### config.mk
export PLATFORM = sky130hd
export DESIGN_NAME = bqpp_out
export DESIGN_NICKNAME = d
export VERILOG_FILES = /design/src/design/assert_macros.svh /design/src/design/bqpp_pkg.sv /design/src/design/bqpp_out.sv
export SDC_FILE = /design/constraint.sdc
export NUM_CORES = 1
export LEC_CHECK = 0
export BUFFER_PORTS_ARGS = -buffer_cell sky130_fd_sc_hd__buf_2
export CORE_MARGIN = 4
export CORE_UTILIZATION = 31
export CTS_BUF_LIST = sky130_fd_sc_hd__clkbuf_16
export CTS_CLUSTER_DIAMETER = 80
export CTS_CLUSTER_SIZE = 28
export DETAILED_ROUTE_END_ITERATION = 10
export PLACE_DENSITY = 0.56
export SLEW_MARGIN = 15
export SYNTH_ARGS = -nofsm -noshare
export SYNTH_HDL_FRONTEND = slang
export SYNTH_SLANG_ARGS = --single-unit
### constraint.sdc
create_clock -name clock -period 8.67 [get_ports clock]
set_clock_uncertainty 0.15 [all_clocks]
set_input_delay 0.867 -clock clock [delete_from_list [all_inputs] [get_ports clock]]
set_output_delay 0.867 -clock clock [all_outputs]
set_load 0.02 [all_outputs]
### src/design/assert_macros.svh
// ----------------------------------------------------------------------------
// assert_macros.svh
// Concurrent assertion wrappers used by the top-level design file.
// ----------------------------------------------------------------------------
`ifndef ASSERT_MACROS_SVH
`define ASSERT_MACROS_SVH

// Check a property on every rising clock edge, ignored while reset is high.
`define BQ_ASSERT(label, clk, rst, prop, msg) \
   label: assert property (@(posedge clk) disable iff (rst) (prop)) else $error(msg);

// Check a property on every rising clock edge, reset included.
`define BQ_ASSERT_ALWAYS(label, clk, prop, msg) \
   label: assert property (@(posedge clk) (prop)) else $error(msg);

`endif

### src/design/bqpp_pkg.sv
// ----------------------------------------------------------------------------
// bqpp_pkg
// Shared types, constants and helpers of the bit queue push/pop unit.
// ----------------------------------------------------------------------------
`timescale 1ns / 1ps

package bqpp_pkg;

   localparam int CAPACITY_BITS_DEFAULT     = 4096;
   localparam int MAX_BITS_PER_ITEM_DEFAULT = 64;

   localparam int WORD_BITS = 64;
   localparam int OFFSET_W  = 6;
   localparam int COUNT_W   = 7;

   typedef enum logic {
      CMD_PUSH = 1'b0,
      CMD_POP  = 1'b1
   } command_type;

   // Per-request control handed from the address stage to the output stage.
   typedef struct packed {
      logic                valid;
      logic [COUNT_W-1:0]  given;
      logic                accepted;
      logic [OFFSET_W-1:0] offset;
      logic                swap;
   } s1_meta_type;

   // Mask of the low n bits, n from 0 to 64.
   function automatic logic [WORD_BITS-1:0] low_mask(input logic [COUNT_W-1:0] n);
      logic [WORD_BITS-1:0] m;
      if (n[COUNT_W-1]) begin
         m = '1;
      end else begin
         m = (WORD_BITS'(1) << n[OFFSET_W-1:0]) - WORD_BITS'(1);
      end
      return m;
   endfunction

endpackage

### src/design/bqpp_out.sv
// ----------------------------------------------------------------------------
// bqpp_out
// Aligns the two fetched words into the popped field and holds the result.
// ----------------------------------------------------------------------------
`timescale 1ns / 1ps

module bqpp_out (
   input  logic                            clock,
   input  logic                            reset,
   input  bqpp_pkg::s1_meta_type           meta,
   input  logic [bqpp_pkg::WORD_BITS-1:0]  bank0_rd_data,
   input  logic [bqpp_pkg::WORD_BITS-1:0]  bank1_rd_data,
   output logic                            take,
   output logic                            rsp_valid,
   input  logic                            rsp_stall,
   output logic [bqpp_pkg::WORD_BITS-1:0]  rsp_pop_data,
   output logic [bqpp_pkg::COUNT_W-1:0]    rsp_bits_given,
   output logic                            rsp_accepted
);
   import bqpp_pkg::*;

   logic                   rsp_valid_ff;
   logic [WORD_BITS-1:0]   pop_data_ff, pop_data_in;
   logic [COUNT_W-1:0]     bits_given_ff;
   logic                   accepted_ff;
   logic [2*WORD_BITS-1:0] span;
   logic [WORD_BITS-1:0]   lo_word, hi_word;

   assign take = !rsp_valid_ff || !rsp_stall;

   always_comb begin
      lo_word     = meta.swap ? bank1_rd_data : bank0_rd_data;
      hi_word     = meta.swap ? bank0_rd_data : bank1_rd_data;
      span        = {hi_word, lo_word} >> meta.offset;
      pop_data_in = span[WORD_BITS-1:0] & low_mask(meta.given);
   end

   always_ff @(posedge clock) begin
      if (reset) begin
         rsp_valid_ff <= 1'b0;
      end else if (take) begin
         rsp_valid_ff <= meta.valid;
      end
   end

   always_ff @(posedge clock) begin
      if (take && meta.valid) begin
         pop_data_ff   <= pop_data_in;
         bits_given_ff <= meta.given;
         accepted_ff   <= meta.accepted;
      end
   end

   assign rsp_valid      = rsp_valid_ff;
   assign rsp_pop_data   = pop_data_ff;
   assign rsp_bits_given = bits_given_ff;
   assign rsp_accepted   = accepted_ff;

endmodule

==> run metrics, run 1 <==
crit path capture type=register; register area share after synthesis=between 10% and 20%; status=complete, no violations; Seq pwr share=22.9%; multi-input logic area=about 11000 um2; CTS tree=done; combinational power share=between 50% and 60%; min cycle time layout=about 4500 ps; clock sink total=73; Reg-to-Reg Start=rsp_valid; dpl hpwl=a little over 50000 um; FF-to-FF End=rsp_pop_data[36]; Routed Antenna Nets=0; wire per inst=30.8 um; final hold violations=0; Final setup viols=0; All-Layer GR Usage=between 20 and 25%; FF/Latch Area=roughly 2200 um2; core area=between 40000 and 50000 um2; switch share=between 40 and 50%; final instance area=roughly 16000 um2; setup slack, reg-to-reg=between 6000 and 7000 ps; worst-case clock buffer depth=2; Fillers=4651; P_sw=just under 0.9 mW; Syn Inst Count=around 1400; critical path capture point=rsp_pop_data[23]; Synth Register Bits=73; Peak supply drop=about 0.11 mV; total vias in the final route=approximately 14000; drt via density=6.84; Power Density=125 nW/um2; Ys Warns=0; Final Max Slew Viols=0; number of diodes=0; share of post-route cells with drive strength above 1=37.8%; Routability Congestion=0.996; RSZ-0062 raised after global routing=false; Main synth FF type=edfxtp_1; Inserted Clock Buffers=9; Die Ht=223 um; crit share post-route=51.5%; Root Driver=clkbuf_16; distinct cell type count after synthesis=75; I/O pins=around 220; Worst Tran Pin Value=~1100 ps; commonest cells after routing, fill and taps aside=buf_2, mux4_2, nand2_1; critical path class=in2reg; commonest non-fill, non-tap cell in the layout=buf_2; DR iter-0 viols=about 2100; Initial Util=a little under a third; Max Freq=roughly 220 MHz; Clock Power Share=slightly below 20%; global route overflow=0; Syn Area/Cell=10.4 um2; setup_tns=0 ps; total length of routed wires=between 60000 and 70000 um; worst setup path startpoint=meta[2]; Clock transition at path regs=approximately 60 ps; leakage=a little under 6 nW; crit path max fanout=92; ys async rst share=0%; DRT Pass-1 Iters=6; Mapped Nets=around 1500; H-tree depth=3; Slew HR=between 20% and 30%; CP required=around 8600 ps; Skew-Pair Late Insertion Delay=around 340 ps; Post-synth EDFFs=72; Worst setup SP type=primary input; Worst R2R Path Depth=2; Post-layout nets=~1600; # port buffers=between 200 and 250; area delta synth->final=10.4%; Die ar.=around 50000 um2; max_cap viols=0; initial antenna violation count=0; Int Power=1.10 mW; pin count of the biggest net entering global routing=~100; first-pass GRT wire length=approximately 94000 um; CTS resizes=0; Post CTS Setup Buffer Count=0; synthesized area=roughly 14000 um2; Post-route DRC=0; Worst Path Arrival=approximately 4400 ps; Hold Crit Class=reg2reg; Hold Buf Count CTS=0; num rows=78; Die X=around 220 um; placed cell area=15500 um2; vias in the first global route=roughly 13000
==> power by group through the flow <==
stage / logic [mW] / registers (mW) / clock network (mW)
after global placement: 1.10 / 0.461 / 0
after global routing: 1.19 / 0.456 / 0.407
after CTS: 1.11 / 0.454 / 0.393
after floorplan: 0.674 / 0.504 / 0
final: 1.14 / 0.452 / 0.382
after detailed placement: 1.10 / 0.461 / 0
==> worst max-delay path, stage by stage <==
cell and delay [ps]:
buf_6 670, buf_4 710, mux4_2 630, mux2i_1 450, o21ai_0 160, a211oi_1 470
mux4_2 350, a21oi_2 40
==> flip-flops by register name, indices dropped and copies added, names as in the netlist <==
register / flops
rsp_pop_data: 64
rsp_accepted: 1
rsp_bits_given: 7
rsp_valid: 1
==> cells in the mapped netlist (18+ instances only) <==
| master | number | area share, % |
|---|---|---|
| mux4_2 | 198 | 31 |
| nand2_1 | 120 | 3.1 |
| mux2i_1 | 117 | 8.2 |
| nor2_1 | 109 | 2.9 |
| mux2_2 | 93 | 7.3 |
| edfxtp_1 | 72 | 15 |
| clkbuf_1 | 58 | 1.5 |
| a21oi_1 | 56 | 2.0 |
| o22ai_1 | 47 | 2.1 |
| o21ai_0 | 45 | 1.6 |
| buf_2 | 36 | 1.3 |
| nor3_1 | 27 | 0.94 |
| a211oi_1 | 24 | 1.3 |
| nand3_1 | 23 | 0.80 |
| buf_4 | 19 | 1.0 |
| a22oi_1 | 18 | 0.94 |
| buf_1 | 18 | 0.47 |
==> cell type report <==
| cell class | instances | area share (%) |
|---|---|---|
| timing repair buffer | 236 | 7.91 |
| inverter | 13 | 0.356 |
| clock inverter | 7 | 0.451 |
| tap | 600 | 4.75 |
| multi-input combinational | 1140 | 71.3 |
| clock buffer | 9 | 1.42 |
| sequential | 73 | 13.8 |
==> routing by layer <==
metal	share of wire (%)	vias up	global-route usage (%)
met4	3.7	0	7.77
met1	41	7110	35.7
met2	45	1093	38.0
met3	11	112	4.30
met5	0	-	0
li1	-	5905	-
==> stage by stage <==
stage	std cells	utilization, %	hold slack, ps	power (mW)	setup slack, ps
4_1_cts	2078	34.8	385	1.95	4270
6_report	2078	34.8	373	1.97	4200
3_5_place_dp	2062	34.1	372	1.57	3890
3_3_place_gp	2062	34.1	333	1.56	3940
2_1_floorplan	1374	-	439	1.18	5260
5_1_grt	2078	34.8	405	2.05	3980
==> worst min-delay path by stage <==
stage / slack [ps] / startpoint / depth (start not counted) / to
floorplan: 440 / rsp_valid / 2 / rsp_valid
global placement: 330 / rsp_valid / 2 / rsp_valid
detailed placement: 370 / rsp_valid / 2 / rsp_valid
CTS: 380 / rsp_valid / 2 / rsp_valid
global route: 410 / rsp_valid / 2 / rsp_valid
finish: 370 / rsp_valid / 2 / rsp_valid
==> kinds of logic after synthesis <==
family	synth area share, %
adder cells (fa/ha/maj)	0.0873
AND/OR/NAND/NOR	10.7
buffers and inverters	6.08
flip-flops	15.2
multiplexers	49.5
AO/OA/AOI/OAI	17.4
XOR/XNOR	0.917
Note: power is estimated with default switching activity, not from simulation.
==> inputs of run 2 (changes only) <==
--- a/config.mk
+++ b/config.mk
@@ -12,7 +12,7 @@
 export CTS_CLUSTER_DIAMETER = 80
 export CTS_CLUSTER_SIZE = 28
 export DETAILED_ROUTE_END_ITERATION = 10
-export PLACE_DENSITY = 0.56
+export PLACE_DENSITY = 0.58
 export SLEW_MARGIN = 15
 export SYNTH_ARGS = -nofsm -noshare
 export SYNTH_HDL_FRONTEND = slang
==> constraint.sdc (replaced) <==
create_clock -name clock -period 3.8 [get_ports clock]
set_clock_uncertainty 0.15 [all_clocks]
set_input_delay 0.38 -clock clock [delete_from_list [all_inputs] [get_ports clock]]
set_output_delay 0.38 -clock clock [all_outputs]
set_load 0.02 [all_outputs]
==> run 2 against run 1 <==
Non-clock buffer count rose by 64. Register-to-register slack got worse by 4900 ps. Routed wire length rose by 4.4%. Clock-buffer cell count did not move. Design area rose by 3.9%. Combinational power rose by 140%. Hold slack got worse by 330 ps. Global-route usage rose by 1.1 points. Sequential share of layout area fell by 0.51 points. Total power rose by 140%.
==> run metrics, run 2 (synthesized netlist as in run 1, its figures left out) <==
Routed Antenna Nets=0; Post-layout nets=approximately 1700; pin count of the biggest net entering global routing=73; vias in the first global route=around 14000; status=complete, no violations; CTS resizes=0; initial antenna violation count=1; total vias in the final route=between 10000 and 15000; Slew HR=33.4%; Inserted Clock Buffers=9; commonest cells after routing, fill and taps aside=buf_2, mux4_2, nand2_1; Pwr Total=between 4 and 5 mW; Hold Buf Count CTS=0; global route overflow=0; Final setup viols=0; Routability Congestion=1.00; Hold Crit Class=in2reg; Fillers=4614; crit share post-route=~83%; Power Density=between 200 and 300 nW/um2; drt via density=a little under 7; min cycle time layout=between 3000 and 4000 ps; max_cap viols=0; DRT Pass-1 Iters=6; Clock transition at path regs=about 60 ps; RSZ-0062 raised after global routing=false; first-pass GRT wire length=~98000 um; slowest CP cell=mux4_2; Worst Path Arrival=3100 ps; Die ar.=a little under 50000 um2; CP required=around 3800 ps; placed cell area=approximately 16000 um2; crit path cell chain=buf_6 -> buf_4 -> mux4_2 -> mux4_2 -> mux2i_1 -> buf_4 -> a221oi_1 -> o221a_2; total length of routed wires=between 60000 and 70000 um; area delta synth->final=14.7%; clock sink total=73; Initial Util=between 30% and 40%; hold_ws=44.9 ps; max FFs per register=64; setup_tns=0 ps; core area=about 45000 um2; crit path capture type=register; Skew-Pair Late Insertion Delay=between 300 and 400 ps; CTS tree=done; Peak supply drop=roughly 0.25 mV; DR iter-0 viols=1908; Worst Tran Pin Value=between 900 and 1000 ps; Die Ht=223 um; Post-route DRC=0; dpl hpwl=roughly 54000 um; Worst setup SP type=primary input; Final Max Slew Viols=0; num rows=78; Root Driver=clkbuf_16; Die X=between 200 and 250 um; Worst path max stage delay=580 ps; crit path max fanout=46; commonest non-fill, non-tap cell in the layout=buf_2; # port buffers=220; number of diodes=0; wire per inst=approximately 31 um; worst-case clock buffer depth=2; H-tree depth=3; share of post-route cells with drive strength above 1=between 40% and 50%; final hold violations=0; leakage=6.12 nW; Max Freq=about 320 MHz; final instance area=approximately 16000 um2; Post CTS Setup Buffer Count=0; I/O pins=roughly 220; critical path class=in2reg; All-Layer GR Usage=25.8%
==> run 2: cell count changes in the layout (fill, tap and decap cells not counted) <==
cell and change:
inv_6 -1, clkinv_1 -1, bufinv_16 +1, o41ai_2 -1, o41ai_1 +1, clkinv_2 +2
buf_12 +9, inv_1 -1, buf_4 +55
==> run 2: layer usage <==
metal  up-vias  routed length (um)  global-route usage, %
met4         2                2420                   7.48
met1      7390               27700                   37.5
met2      1063               30000                   40.2
met5         -                  16                      0
li1       6029                   -                      -
met3       106                6690                   3.88
==> run 2: area by class of cell <==
class	instances	area, um2	area share [%]
repair buffers	300	1840	11.2
clock buffers	9	225	1.37
flip-flops and latches	73	2180	13.3
multi-input cells	1140	11300	68.6
inverters	13	56.3	0.343
well taps	600	751	4.57
clock inverters	7	95.1	0.579
==> run 2: per-stage QoR <==
step	instances	utilization, %	setup WS (ps)
after floorplan	1374	-	879
after global placement	2126	35.4	318
after detailed placement	2126	35.4	336
after CTS	2142	36.1	698
after global routing	2142	36.1	543
final	2142	36.1	650
==> run 2: critical path: cells and delay by family <==
family | cells | cell delay (ps)
compound gates | 2 | 450
mux | 3 | 1390
buf+inv | 3 | 860
==> run 2: path summary, 6_finish.rpt <==
| path | start | end | slack [ps] | depth (start not counted) |
|---|---|---|---|---|
| worst max-delay path | meta[2] | rsp_pop_data[41] | 650 | 8 |
| worst min register to register | rsp_valid | rsp_valid | 370 | 2 |
| worst max register to register | rsp_valid | rsp_pop_data[26] | 2040 | 2 |
| worst min-delay path | reset | rsp_valid | 40 | 2 |
==> run 2: power breakdown <==
part | internal, mW | switching, mW | total (mW) | leakage (nW)
logic | 1.07 | 1.64 | 2.71 | 5.25
registers | 1.00 | 0.0273 | 1.03 | 0.716
clock network | 0.575 | 0.365 | 0.940 | 0.155
